===== src/rtl/wps_pkg.sv =====
package wps_pkg;

	localparam int LENGTH_BITS_DEF   = 32;
	localparam int CAPTURE_BYTES_DEF = 10;

	localparam logic [1:0] REG_IMAGE_LENGTH  = 2'd0;
	localparam logic [1:0] REG_MEMORY_BUDGET = 2'd1;

	localparam logic [2:0] STATUS_OK        = 3'd0;
	localparam logic [2:0] STATUS_INVALID   = 3'd1;
	localparam logic [2:0] STATUS_TOO_LARGE = 3'd2;
	localparam logic [2:0] STATUS_MEM_LIMIT = 3'd3;
	localparam logic [2:0] STATUS_NOT_WEBP  = 3'd4;

	localparam logic [31:0] TAG_VP8X = 32'h5650_3858;
	localparam logic [31:0] TAG_VP8L = 32'h5650_384C;
	localparam logic [31:0] TAG_VP8S = 32'h5650_3820;

	localparam logic [7:0]  VP8L_MAGIC = 8'h2f;
	localparam logic [7:0]  VP8_SYNC0  = 8'h9d;
	localparam logic [7:0]  VP8_SYNC1  = 8'h01;
	localparam logic [7:0]  VP8_SYNC2  = 8'h2a;
	localparam logic [13:0] DIM_MASK   = 14'h3fff;

	localparam logic [30:0] PIXEL_MAX  = 31'h7fff_ffff;
	localparam int          MIB_SHIFT  = 20;
	localparam logic [37:0] BASE_BYTES = 38'd67108864;
	localparam logic [31:0] MIN_WEBP   = 32'd20;

	typedef enum logic [1:0] {
		OP_IDLE,
		OP_SIG,
		OP_HDR,
		OP_DATA
	} op_t;

	typedef struct packed {
		op_t  op;
		logic cnt;
		logic fin;
		logic clr;
		logic mul;
		logic calc;
	} cmd_t;

	typedef struct packed {
		logic sat;
		logic at_start;
		logic sig_end;
		logic sig_fail;
		logic hdr_end;
		logic hdr_over;
		logic size_zero;
		logic data_end;
		logic found;
		logic over;
	} sts_t;

	function automatic logic [7:0] riff_byte(input logic [1:0] i);
		logic [7:0] v;
		unique case (i)
			2'd0: v = 8'h52;
			2'd1: v = 8'h49;
			2'd2: v = 8'h46;
			default: v = 8'h46;
		endcase
		return v;
	endfunction

	function automatic logic [7:0] webp_byte(input logic [1:0] i);
		logic [7:0] v;
		unique case (i)
			2'd0: v = 8'h57;
			2'd1: v = 8'h45;
			2'd2: v = 8'h42;
			default: v = 8'h50;
		endcase
		return v;
	endfunction

endpackage


===== src/rtl/wps_ctrl.sv =====
module wps_ctrl import wps_pkg::*; (
	input  logic clk,
	input  logic arst_n,
	input  logic in_valid,
	input  logic last_byte,
	output logic in_ready,
	output logic out_valid,
	input  logic out_ready,
	input  sts_t sts,
	output cmd_t cmd
);

	typedef enum logic [2:0] {
		ST_SIG,
		ST_SKIP,
		ST_HDR,
		ST_DATA,
		ST_DONE,
		ST_MUL,
		ST_CALC
	} state_t;

	state_t state_q;
	state_t eff;
	state_t nxt;
	state_t fin_nxt;
	logic   out_valid_q;
	logic   parsing;
	logic   acc;

	assign parsing   = (state_q != ST_MUL) && (state_q != ST_CALC);
	assign in_ready  = parsing && (!out_valid_q || out_ready);
	assign acc       = in_valid && in_ready;
	assign out_valid = out_valid_q;
	assign fin_nxt   = (sts.found || sts.over) ? ST_DONE : ST_SKIP;

	always_comb begin
		if (sts.sat) begin
			eff = ST_DONE;
		end else if (state_q == ST_SKIP && sts.at_start) begin
			eff = ST_HDR;
		end else begin
			eff = state_q;
		end
	end

	always_comb begin
		cmd      = '0;
		cmd.op   = OP_IDLE;
		cmd.cnt  = acc;
		cmd.clr  = acc && last_byte;
		cmd.mul  = (state_q == ST_MUL);
		cmd.calc = (state_q == ST_CALC);
		nxt      = eff;
		unique case (eff)
			ST_SIG: begin
				cmd.op = acc ? OP_SIG : OP_IDLE;
				if (sts.sig_end) begin
					nxt = sts.sig_fail ? ST_DONE : ST_SKIP;
				end
			end
			ST_HDR: begin
				cmd.op = acc ? OP_HDR : OP_IDLE;
				if (sts.hdr_end) begin
					if (sts.hdr_over) begin
						nxt = ST_DONE;
					end else if (sts.size_zero) begin
						cmd.fin = acc;
						nxt     = fin_nxt;
					end else begin
						nxt = ST_DATA;
					end
				end
			end
			ST_DATA: begin
				cmd.op = acc ? OP_DATA : OP_IDLE;
				if (sts.data_end) begin
					cmd.fin = acc;
					nxt     = fin_nxt;
				end
			end
			default: begin
				nxt = eff;
			end
		endcase
	end

	always_ff @(posedge clk or negedge arst_n) begin
		if (!arst_n) begin
			state_q     <= ST_SIG;
			out_valid_q <= 1'b0;
		end else begin
			if (out_valid_q && out_ready) begin
				out_valid_q <= 1'b0;
			end
			unique case (state_q)
				ST_MUL: begin
					state_q <= ST_CALC;
				end
				ST_CALC: begin
					state_q     <= ST_SIG;
					out_valid_q <= 1'b1;
				end
				default: begin
					if (acc) begin
						state_q <= last_byte ? ST_MUL : nxt;
					end
				end
			endcase
		end
	end

endmodule


===== src/rtl/wps_dp.sv =====
module wps_dp import wps_pkg::*; #(
	parameter int LENGTH_BITS   = LENGTH_BITS_DEF,
	parameter int CAPTURE_BYTES = CAPTURE_BYTES_DEF
) (
	input  logic        clk,
	input  logic        arst_n,
	input  logic        cfg_we,
	input  logic [1:0]  cfg_index,
	input  logic [47:0] cfg_data,
	input  logic [7:0]  data_byte,
	input  cmd_t        cmd,
	output sts_t        sts,
	output logic [2:0]  status,
	output logic [24:0] width,
	output logic [24:0] height,
	output logic [30:0] pixel_count,
	output logic [16:0] required_mib
);

	localparam int CNT_W = LENGTH_BITS + 1;
	localparam int POS_W = (CNT_W > 34) ? CNT_W : 34;
	localparam int OFF_W = $clog2(CAPTURE_BYTES);
	localparam logic [POS_W-1:0] LEN_LIMIT = POS_W'(1) << LENGTH_BITS;
	localparam logic [31:0] LEN_MASK =
		(LENGTH_BITS >= 32) ? 32'hffff_ffff : 32'((64'd1 << LENGTH_BITS) - 64'd1);
	localparam logic [31:0] CAP_N = 32'(CAPTURE_BYTES);

	logic [31:0]      len_q;
	logic [47:0]      budget_q;
	logic [POS_W-1:0] pos_q;
	logic [POS_W-1:0] cs_q;
	logic [31:0]      tag_q;
	logic [31:0]      size_q;
	logic [7:0]       cap_q [CAPTURE_BYTES];
	logic [OFF_W-1:0] off_q;
	logic             sig_q;
	logic [24:0]      w_q;
	logic [24:0]      h_q;

	logic [POS_W-1:0] len_x;
	logic [POS_W-1:0] pos_d;
	logic [POS_W-1:0] next_cs;
	logic [7:0]       cap_v [CAPTURE_BYTES];
	logic [31:0]      tag_v;
	logic [31:0]      size_v;
	logic [31:0]      cap_lim;
	logic             mismatch;
	logic             sig_v;
	logic [24:0]      wv;
	logic [24:0]      hv;
	logic [27:0]      vp8l_bits;

	logic [2:0]       st_s1;
	logic             go_s1;
	logic [24:0]      w_s1;
	logic [24:0]      h_s1;
	logic [49:0]      px_s2;
	logic [37:0]      req;

	assign len_x   = POS_W'(len_q);
	assign sts.sat = (pos_q == LEN_LIMIT);
	assign pos_d   = sts.sat ? pos_q : pos_q + POS_W'(1);

	always_comb begin
		mismatch = 1'b0;
		if (pos_q < POS_W'(4)) begin
			mismatch = (data_byte != riff_byte(pos_q[1:0]));
		end else if (pos_q >= POS_W'(8) && pos_q < POS_W'(12)) begin
			mismatch = (data_byte != webp_byte(pos_q[1:0]));
		end
	end

	assign sig_v        = sig_q && !(cmd.op == OP_SIG && mismatch);
	assign sts.at_start = (pos_q == cs_q);
	assign sts.sig_end  = (pos_q == POS_W'(11));
	assign sts.sig_fail = !sig_v || (len_q < MIN_WEBP) || (cs_q + POS_W'(8) > len_x);

	always_comb begin
		tag_v  = tag_q;
		size_v = size_q;
		if (cmd.op == OP_HDR) begin
			unique case (off_q)
				OFF_W'(0): begin
					tag_v  = {tag_q[23:0], data_byte};
					size_v = '0;
				end
				OFF_W'(1), OFF_W'(2), OFF_W'(3): tag_v = {tag_q[23:0], data_byte};
				OFF_W'(4): size_v[7:0]   = data_byte;
				OFF_W'(5): size_v[15:8]  = data_byte;
				OFF_W'(6): size_v[23:16] = data_byte;
				OFF_W'(7): size_v[31:24] = data_byte;
				default: size_v = size_q;
			endcase
		end
	end

	assign sts.hdr_end   = (off_q == OFF_W'(7));
	assign sts.hdr_over  = (cs_q + POS_W'(8) > len_x) ||
		(POS_W'(size_v) > len_x - cs_q - POS_W'(8));
	assign sts.size_zero = (size_v == 32'd0);
	assign cap_lim       = (size_q < CAP_N) ? size_q : CAP_N;
	assign sts.data_end  = (32'(off_q) + 32'd1 >= cap_lim);

	always_comb begin
		for (int i = 0; i < CAPTURE_BYTES; i++) begin
			cap_v[i] = (cmd.op == OP_DATA && off_q == OFF_W'(i)) ? data_byte : cap_q[i];
		end
	end

	assign vp8l_bits = {cap_v[4][3:0], cap_v[3], cap_v[2], cap_v[1]};

	always_comb begin
		wv = w_q;
		hv = h_q;
		if (tag_v == TAG_VP8X && size_v >= 32'd10) begin
			wv = 25'({cap_v[6], cap_v[5], cap_v[4]}) + 25'd1;
			hv = 25'({cap_v[9], cap_v[8], cap_v[7]}) + 25'd1;
		end else if (tag_v == TAG_VP8L && size_v >= 32'd5 && cap_v[0] == VP8L_MAGIC) begin
			wv = 25'(vp8l_bits[13:0]) + 25'd1;
			hv = 25'(vp8l_bits[27:14]) + 25'd1;
		end else if (tag_v == TAG_VP8S && size_v >= 32'd10 && !cap_v[0][0] &&
				cap_v[3] == VP8_SYNC0 && cap_v[4] == VP8_SYNC1 &&
				cap_v[5] == VP8_SYNC2) begin
			wv = 25'({cap_v[7][5:0], cap_v[6]} & DIM_MASK);
			hv = 25'({cap_v[9][5:0], cap_v[8]} & DIM_MASK);
		end
	end

	assign sts.found = (wv != '0) && (hv != '0);
	assign next_cs   = cs_q + POS_W'(8) + POS_W'(size_v) + POS_W'(size_v[0]);
	assign sts.over  = (next_cs + POS_W'(8) > len_x);

	always_ff @(posedge clk or negedge arst_n) begin
		if (!arst_n) begin
			len_q    <= '0;
			budget_q <= '0;
		end else if (cfg_we) begin
			if (cfg_index == REG_IMAGE_LENGTH) begin
				len_q <= cfg_data[31:0] & LEN_MASK;
			end else if (cfg_index == REG_MEMORY_BUDGET) begin
				budget_q <= cfg_data;
			end
		end
	end

	always_ff @(posedge clk or negedge arst_n) begin
		if (!arst_n) begin
			pos_q  <= '0;
			cs_q   <= POS_W'(12);
			tag_q  <= '0;
			size_q <= '0;
			off_q  <= '0;
			sig_q  <= 1'b1;
			w_q    <= '0;
			h_q    <= '0;
			for (int i = 0; i < CAPTURE_BYTES; i++) begin
				cap_q[i] <= '0;
			end
		end else if (cmd.clr) begin
			pos_q  <= '0;
			cs_q   <= POS_W'(12);
			tag_q  <= '0;
			size_q <= '0;
			off_q  <= '0;
			sig_q  <= 1'b1;
			w_q    <= '0;
			h_q    <= '0;
			for (int i = 0; i < CAPTURE_BYTES; i++) begin
				cap_q[i] <= '0;
			end
		end else if (cmd.cnt) begin
			pos_q <= pos_d;
			sig_q <= sig_v;
			if (cmd.op == OP_HDR) begin
				tag_q  <= tag_v;
				size_q <= size_v;
				off_q  <= sts.hdr_end ? '0 : off_q + OFF_W'(1);
			end
			if (cmd.op == OP_DATA) begin
				cap_q[off_q] <= data_byte;
				off_q        <= off_q + OFF_W'(1);
			end
			if (cmd.fin) begin
				w_q   <= wv;
				h_q   <= hv;
				off_q <= '0;
				if (!sts.found) begin
					cs_q <= next_cs;
				end
			end
		end
	end

	assign req = 38'({px_s2[30:0], 5'b0}) + 38'({px_s2[30:0], 3'b0}) + BASE_BYTES;

	always_ff @(posedge clk) begin
		if (cmd.clr) begin
			go_s1 <= 1'b0;
			w_s1  <= '0;
			h_s1  <= '0;
			if (len_q == 32'd0) begin
				st_s1 <= STATUS_INVALID;
			end else if (48'(len_q) > (budget_q >> 2)) begin
				st_s1 <= STATUS_MEM_LIMIT;
			end else if (pos_d != len_x) begin
				st_s1 <= STATUS_INVALID;
			end else if (len_q < MIN_WEBP || !sig_v) begin
				st_s1 <= STATUS_NOT_WEBP;
			end else begin
				w_s1 <= cmd.fin ? wv : w_q;
				h_s1 <= cmd.fin ? hv : h_q;
				if ((cmd.fin ? wv : w_q) == '0 || (cmd.fin ? hv : h_q) == '0) begin
					st_s1 <= STATUS_INVALID;
				end else begin
					st_s1 <= STATUS_OK;
					go_s1 <= 1'b1;
				end
			end
		end
		if (cmd.mul) begin
			px_s2 <= 50'(w_s1) * 50'(h_s1);
		end
		if (cmd.calc) begin
			width        <= w_s1;
			height       <= h_s1;
			pixel_count  <= '0;
			required_mib <= '0;
			if (!go_s1) begin
				status <= st_s1;
			end else if (px_s2 > 50'(PIXEL_MAX)) begin
				status <= STATUS_TOO_LARGE;
			end else begin
				required_mib <= req[36:MIB_SHIFT] + 17'(|req[MIB_SHIFT-1:0]);
				if (48'(req) > budget_q) begin
					status <= STATUS_MEM_LIMIT;
				end else begin
					status      <= STATUS_OK;
					pixel_count <= px_s2[30:0];
				end
			end
		end
	end

endmodule


===== src/rtl/webp_header_size_check.sv =====
// Streams an encoded image in one byte per cycle (in_valid/in_ready) and issues a single verdict
// item after the byte marked last: status, parsed width and height, pixel count and working set
// in MiB. Program image_length and memory_budget through the configuration channel while the
// block is idle; cfg_ready is always high. Bytes are taken at one per cycle while a stream is
// parsed. After the last byte the verdict is produced in the ST_MUL state by the width-by-height
// multiplier and then in the ST_CALC state by the working-set sum and budget compare, and the
// verdict then sits in the output register until out_ready. Input is held off in those states
// and whenever a verdict is still waiting and out_ready is low. No clearing pass follows reset.
module webp_header_size_check import wps_pkg::*; #(
	parameter int LENGTH_BITS   = LENGTH_BITS_DEF,
	parameter int CAPTURE_BYTES = CAPTURE_BYTES_DEF
) (
	input  logic        clk,
	input  logic        arst_n,
	input  logic        in_valid,
	output logic        in_ready,
	input  logic [7:0]  data_byte,
	input  logic        last_byte,
	input  logic        cfg_valid,
	output logic        cfg_ready,
	input  logic [1:0]  cfg_index,
	input  logic [47:0] cfg_data,
	output logic        out_valid,
	input  logic        out_ready,
	output logic [2:0]  status,
	output logic [24:0] width,
	output logic [24:0] height,
	output logic [30:0] pixel_count,
	output logic [16:0] required_mib
);

	cmd_t cmd;
	sts_t sts;

	assign cfg_ready = 1'b1;

	wps_ctrl u_ctrl (
		.clk       (clk),
		.arst_n    (arst_n),
		.in_valid  (in_valid),
		.last_byte (last_byte),
		.in_ready  (in_ready),
		.out_valid (out_valid),
		.out_ready (out_ready),
		.sts       (sts),
		.cmd       (cmd)
	);

	wps_dp #(
		.LENGTH_BITS   (LENGTH_BITS),
		.CAPTURE_BYTES (CAPTURE_BYTES)
	) u_dp (
		.clk          (clk),
		.arst_n       (arst_n),
		.cfg_we       (cfg_valid && cfg_ready),
		.cfg_index    (cfg_index),
		.cfg_data     (cfg_data),
		.data_byte    (data_byte),
		.cmd          (cmd),
		.sts          (sts),
		.status       (status),
		.width        (width),
		.height       (height),
		.pixel_count  (pixel_count),
		.required_mib (required_mib)
	);

endmodule


===== config.mk =====
export PLATFORM = sky130hd
export DESIGN_NAME = webp_header_size_check
export DESIGN_NICKNAME = d
export VERILOG_FILES = /design/src/rtl/wps_pkg.sv /design/src/rtl/wps_ctrl.sv /design/src/rtl/wps_dp.sv /design/src/rtl/webp_header_size_check.sv
export SDC_FILE = /design/constraint.sdc
export NUM_CORES = 2
export LEC_CHECK = 0
export BUFFER_PORTS_ARGS = -buffer_cell sky130_fd_sc_hd__buf_4
export CAP_MARGIN = 5
export CORE_MARGIN = 2
export CORE_UTILIZATION = 50
export CTS_CLUSTER_DIAMETER = 50
export DETAILED_ROUTE_END_ITERATION = 8
export PLACE_DENSITY = 0.69
export RECOVER_POWER = 50
export SLEW_MARGIN = 10
export SYNTH_ARGS = -nofsm -noshare
export SYNTH_HDL_FRONTEND = slang
export SYNTH_SLANG_ARGS = --single-unit

===== constraint.sdc =====
create_clock -name clk -period 7 [get_ports clk]
set_input_delay 1.4 -clock clk [delete_from_list [all_inputs] [get_ports clk]]
set_output_delay 1.4 -clock clk [all_outputs]
set_load 0.005 [all_outputs]

## Yosys cells after proc, flatten, opt, wreduce, memory -nomap -nowiden

Cells that the tools add are included.
Widths: inputs -> output; s select.

- Add/subtract/negate cells: 16
- Multipliers: 1
- Magnitude comparators: 16
- Equality and inequality tests: 36
- Muxes and demuxes: 96
- Bitwise operators: 3
- Reduce and logical (&&, ||, !) cells: 68

Operator list:

| cell | number |
|---|---|
| $mux 32 | 10 |
| $mux 25 | 12 |
| $mux 80 | 3 |
| $mux 34 | 7 |
| $mux 8 | 14 |
| $eq 32x31->1 const B | 3 |
| $bwmux 80 | 1 |
| $add 34x4->34 const B | 2 |
| $gt 34x32->1 | 2 |
| $logic_not 32->1 | 2 |
| $pmux 8 s2 | 4 |
| $add 24x1->25 const B | 2 |
| $gt 50x31->1 const B | 1 |
| $logic_not 25->1 | 2 |
| $mul 25x25->50 | 1 |
| $reduce_bool 25->1 | 2 |
| $gt 38x48->1 | 1 |
| $gt 32x46->1 | 1 |
| $mux 3 | 14 |
| $add 38x27->38 const B | 1 |
| $add 36x34->37 | 1 |
| $add 34x1->34 | 1 |
| $add 34x1->34 const B | 1 |
| $add 34x32->34 | 1 |
| 63 further kinds | 147 |

- Flip-flop bits (word level): 556
- Input bits: 64
- Word-level logic and storage cells: 269

## Logic depth before layout (Yosys ltp)

- Word-level depth: 28
- Gate-level depth with buffers: 37

## Hierarchy

Synthesis repeated with hierarchy kept, for this count alone.

- Cell total of the unflattened synthesis: 6683
- Area total of the unflattened synthesis: 60280.3 um^2

Modules (own cells, without submodules):

| module | instances | cells an instance | area an instance (um^2) |
|---|---|---|---|
| wps_dp | 1 | 6619 | 59761.1 |
| wps_ctrl | 1 | 62 | 508.0 |
| webp_header_size_check | 1 | 2 | 11.3 |

## Worst setup path after synthesis

Ideal clock, no wire load.

- Kind: reg-to-reg
- From: register u_dp.h_s1[9]
- To: register u_dp.px_s2[49] (data pin)
- Arrival time: 7286 ps
- Slack: -545 ps
- Stages on the path, launching flop included: 29
- Cell sequence: edfxtp_1 -> clkbuf_1 -> clkbuf_1 -> nand2_1 -> fa_1 -> inv_1 -> fa_1 -> fa_1 -> inv_1 -> fa_1 -> fa_1 -> inv_1 -> fa_1 -> fa_1 -> ha_1 -> a21o_1 -> a21oi_1 -> nor3b_1 -> a21bo_2 -> nand2_1 -> o31ai_1 -> o211ai_1 -> nand3_1 -> and3_1 -> o31ai_1 -> o21ai_0 -> a211oi_1 -> o21ai_0 -> xnor2_1

- Longest elaborated chain between the ends: 1

Ends and longest elaborated chain:

| what | line | RTL |
|---|---|---|
| start: declaration | wps_dp.sv:56 | `logic [24:0] h_s1;` |
| start signal: assignment | wps_dp.sv:211 | `h_s1 <= cmd.fin ? hv : h_q;` |
| $mul 25x25->50 | wps_dp.sv:221 | `px_s2 <= 50'(w_s1) * 50'(h_s1);` |
| end signal: assignment | wps_dp.sv:221 |  |
| end: declaration | wps_dp.sv:57 | `logic [49:0] px_s2;` |

Every way passes these cells.
A chain may end at the register's enable or synchronous reset.

## Worst setup path in the final report

- From: register u_dp.w_s1[11]
- To: register u_dp.px_s2[48] (data pin)

- Longest elaborated chain between the ends: 1

Ends and longest elaborated chain:

| what | line | RTL |
|---|---|---|
| start: declaration | wps_dp.sv:55 | `logic [24:0] w_s1;` |
| start signal: assignment | wps_dp.sv:210 | `w_s1 <= cmd.fin ? wv : w_q;` |
| $mul 25x25->50 | wps_dp.sv:221 |  |

Every way passes these cells.

==> results.toml <==
[clock_network]
clkTransAtPathRegs_ps = 60
clock_latency_ps = 730
cts.sinks = 556
clockBufferDepth = 3
numCtsBuffers = 88
h-tree-depth = 3
cts.root.buffer_cell = "clkbuf_16"
cts_tree = "built"
holdBufCountCts = 0

[grt]
grt_usage_pct = 32.30
grt_pass1_vias = 51730
antenna_found_initial = 4
grt.overflow.total = 0
grt_pass1_wl_um = 301900
grt_max_degree = 150

[routing]
drt-pass1-iter-count = 8
num_vias = 52020
routed_via_density = 5.842
detail-route-antenna-nets = 0
wl_um = 197500
routedWlPerCell_um = 22.18
drtIter0Drc = 5107
post-route-drc-count = 0

[outcome]
violations = "setup timing"
outcome = "finished with violations"

[floorplan]
die_h_um = 346.4
core_region_area_sq_um = 116200
io_pins = 168
die_area_sq_um = 120000
rows = 125
start_util_pct = 50.46
die_width_um = 346.4

[critical_path]
rrSetupSlack_ps = -360
r2r_start = "u_dp.w_s1[11]"
end_kind = "register"
arrival_ps = 7820
critical_path_class = "register to register"
r2r_cells = 26
worstSetupStartpointType = "register"
reg2reg_to = "u_dp.px_s2[48]"
cp_max_fo = 10
cp_data_required_time_ps = 7470

[sta]
post-route-period-util_pct = 105.1
rsz0062_at_grt = "true"
period_minus_slack_ps = 7358
finClkSkew_ps = 58.07
worst_pin_slew_ps = 1043
slew_violations = 0
finalWorstSetupSlack_ps = -358.0
setup_viol = 19
timing.fmax_mhz = 135.9
final_hold_viol_count = 0
slew_headroom_pct = 30.44

[min_path]
hold_path.class = "register to register"
hp-start = "u_dp.tag_q[29]"
hold_depth = 1
hold-path-endpoint = "u_dp.tag_q[29]"

[synthesis]
yosys-top-cells-area = "fa_1, dfrtp_1, edfxtp_1, ha_1, inv_1"
yosys.area.top_type = "fa_1"
avgSynthCellArea_sq_um = 9.214
synth-seq-cells = 556
yosysWarnings = 0
ys_seq_area_share_pct = 25.48
synth_area_sq_um = 58630
synth_edf_count = 205
synth_top_area_share_pct = 18.06
synthArstFlopShare_pct = 63.13
synth_cells = 6364
ys_types = 107
synth_ff_type = "dfrtp_1"

[placement]
dp_slack_ps = -738.1
placed_area_sq_um = 67570
place.gp.congestion = 0.9795
io_buffers = 166
dpl.hpwl_um = 153900

[cells_and_area]
multiInputGateArea_sq_um = 41380
most-common-layout-cells = "buf_4, inv_1, nand2_1"
area_growth_pct = 25.66
seq_area_sq_um = 14940
fin_util_pct = 63.40
drive_above_1_share_pct = 23.92
num-fill-cells = 9363
fin_nets = 8389
num_antenna_cells = 0
finish.instance_area_sq_um = 73680
final_common_cell = "buf_4"

[run]
cap_violations = 0
## timing repair
item / CTS / global route
buffers inserted: 64 / 59
pin swaps: 126 / 188
resized for setup: 181 / 309
cloned: 2 / 9
endpoints found under the setup margin: 161 / 193
## sequential cells by signal, summed over array words and instances (netlist names), 4 cells and up
register / flops
u_dp.width: 25
u_dp.pixel_count: 31
u_dp.w_s1: 25
u_dp.cap_q: 80
u_dp.required_mib: 17
u_dp.budget_q: 48
u_dp.tag_q: 32
u_dp.pos_q: 34
u_dp.w_q: 25
u_dp.height: 25
u_dp.h_q: 25
u_dp.size_q: 32
u_dp.cs_q: 34
u_dp.h_s1: 25
u_dp.px_s2: 50
u_dp.off_q: 4
u_dp.len_q: 32
## worst max-delay path: stages, from the launching register on
cell      delay [ps]
edfxtp_1         440
buf_6            180
buf_4            230
nand2_2           80
fa_1             460
fa_1             520
inv_1             60
fa_1             570
fa_1             440
fa_1             510
inv_2             40
fa_1             540
inv_1             70
fa_1             480
ha_4             300
nand4_1          120
buf_4            160
o311a_4          370
o31a_1           250
buf_6            140
o21ai_4          200
a211oi_4         120
o31ai_2          280
a21oi_2          130
buf_4            150
o21ai_2          150
xnor2_1           80
## metal layers
metal / track usage (%) / up-vias / share of wire [%] / wire [um]
met5: 0 / - / 0.019 / 37
met4: 10.69 / 6 / 3.4 / 6788
met3: 6.827 / 386 / 9.9 / 19540
met2: 48.80 / 2426 / 44 / 87180
met1: 46.12 / 25800 / 43 / 83990
li1: - / 23400 / - / -
## worst max path at each step
stage                       start              to  slack, ps  depth (start not counted)
finish              u_dp.w_s1[11]  u_dp.px_s2[48]       -360                         26
global route         u_dp.h_s1[3]  u_dp.px_s2[46]       -590                         29
CTS                 u_dp.w_s1[11]  u_dp.px_s2[49]       -360                         29
detailed placement  u_dp.w_s1[12]  u_dp.px_s2[46]       -740                         28
global placement    u_dp.h_s1[12]  u_dp.px_s2[49]       -670                         28
floorplan           u_dp.h_s1[14]  u_dp.px_s2[46]         20                         28
## per-stage QoR
| stage | hold slack (ps) | TNS, ps | instances |
|---|---|---|---|
| 2_1_floorplan | 424.4 | 0 | 6365 |
| 3_3_place_gp | 478.1 | -34550 | 8620 |
| 3_5_place_dp | 485.5 | -41000 | 8620 |
| 4_1_cts | 500.0 | -1859 | 8845 |
| 5_1_grt | 518.8 | -33980 | 8904 |
| 6_report | 497.7 | -3090 | 8904 |
## cell families after synthesis
logic type / after synthesis / synth area share (%)
multiplexers: 189 / 3.389
flip-flops: 556 / 25.48
buffers and inverters: 1093 / 7.225
adder cells (fa/ha/maj): 1018 / 28.49
XOR/XNOR: 371 / 5.606
AO/OA/AOI/OAI: 1063 / 12.15
AND/OR/NAND/NOR: 2072 / 17.65
other: 2 / 0.01281
## cell usage after synthesis, drive strengths merged, types with 21 or more instances
cell and n:
and2 302, buf 54, a21oi 208, nor2 336
inv 793, or3 32, nor2b 60, a22o 131
or2 24, xnor2 267, nand2 738, a31oi 36
nand4 109, or4 22, o21ai 274, nor3 80
o21bai 21, a21o 93, edfxtp 205, a211oi 37
mux2 76, ha 487, and3 66, o21a 39
dfrtp 348, xor2 104, o31ai 35, nand3 113
clkbuf 246, o211ai 21, nor4 67, nand2b 47
mux2i 113, fa 529
## layout make-up
cell class	count	share of cell area (%)
well taps	1524	2.588
repair buffers	1154	12.84
inverters	793	4.043
clock buffers	108	3.301
flip-flops and latches	556	20.28
clock inverters	53	0.7778
multi-input cells	4716	56.17
Power is not shown: default switching activity piles up to over one toggle a cycle in this logic, so the estimate is an artifact.
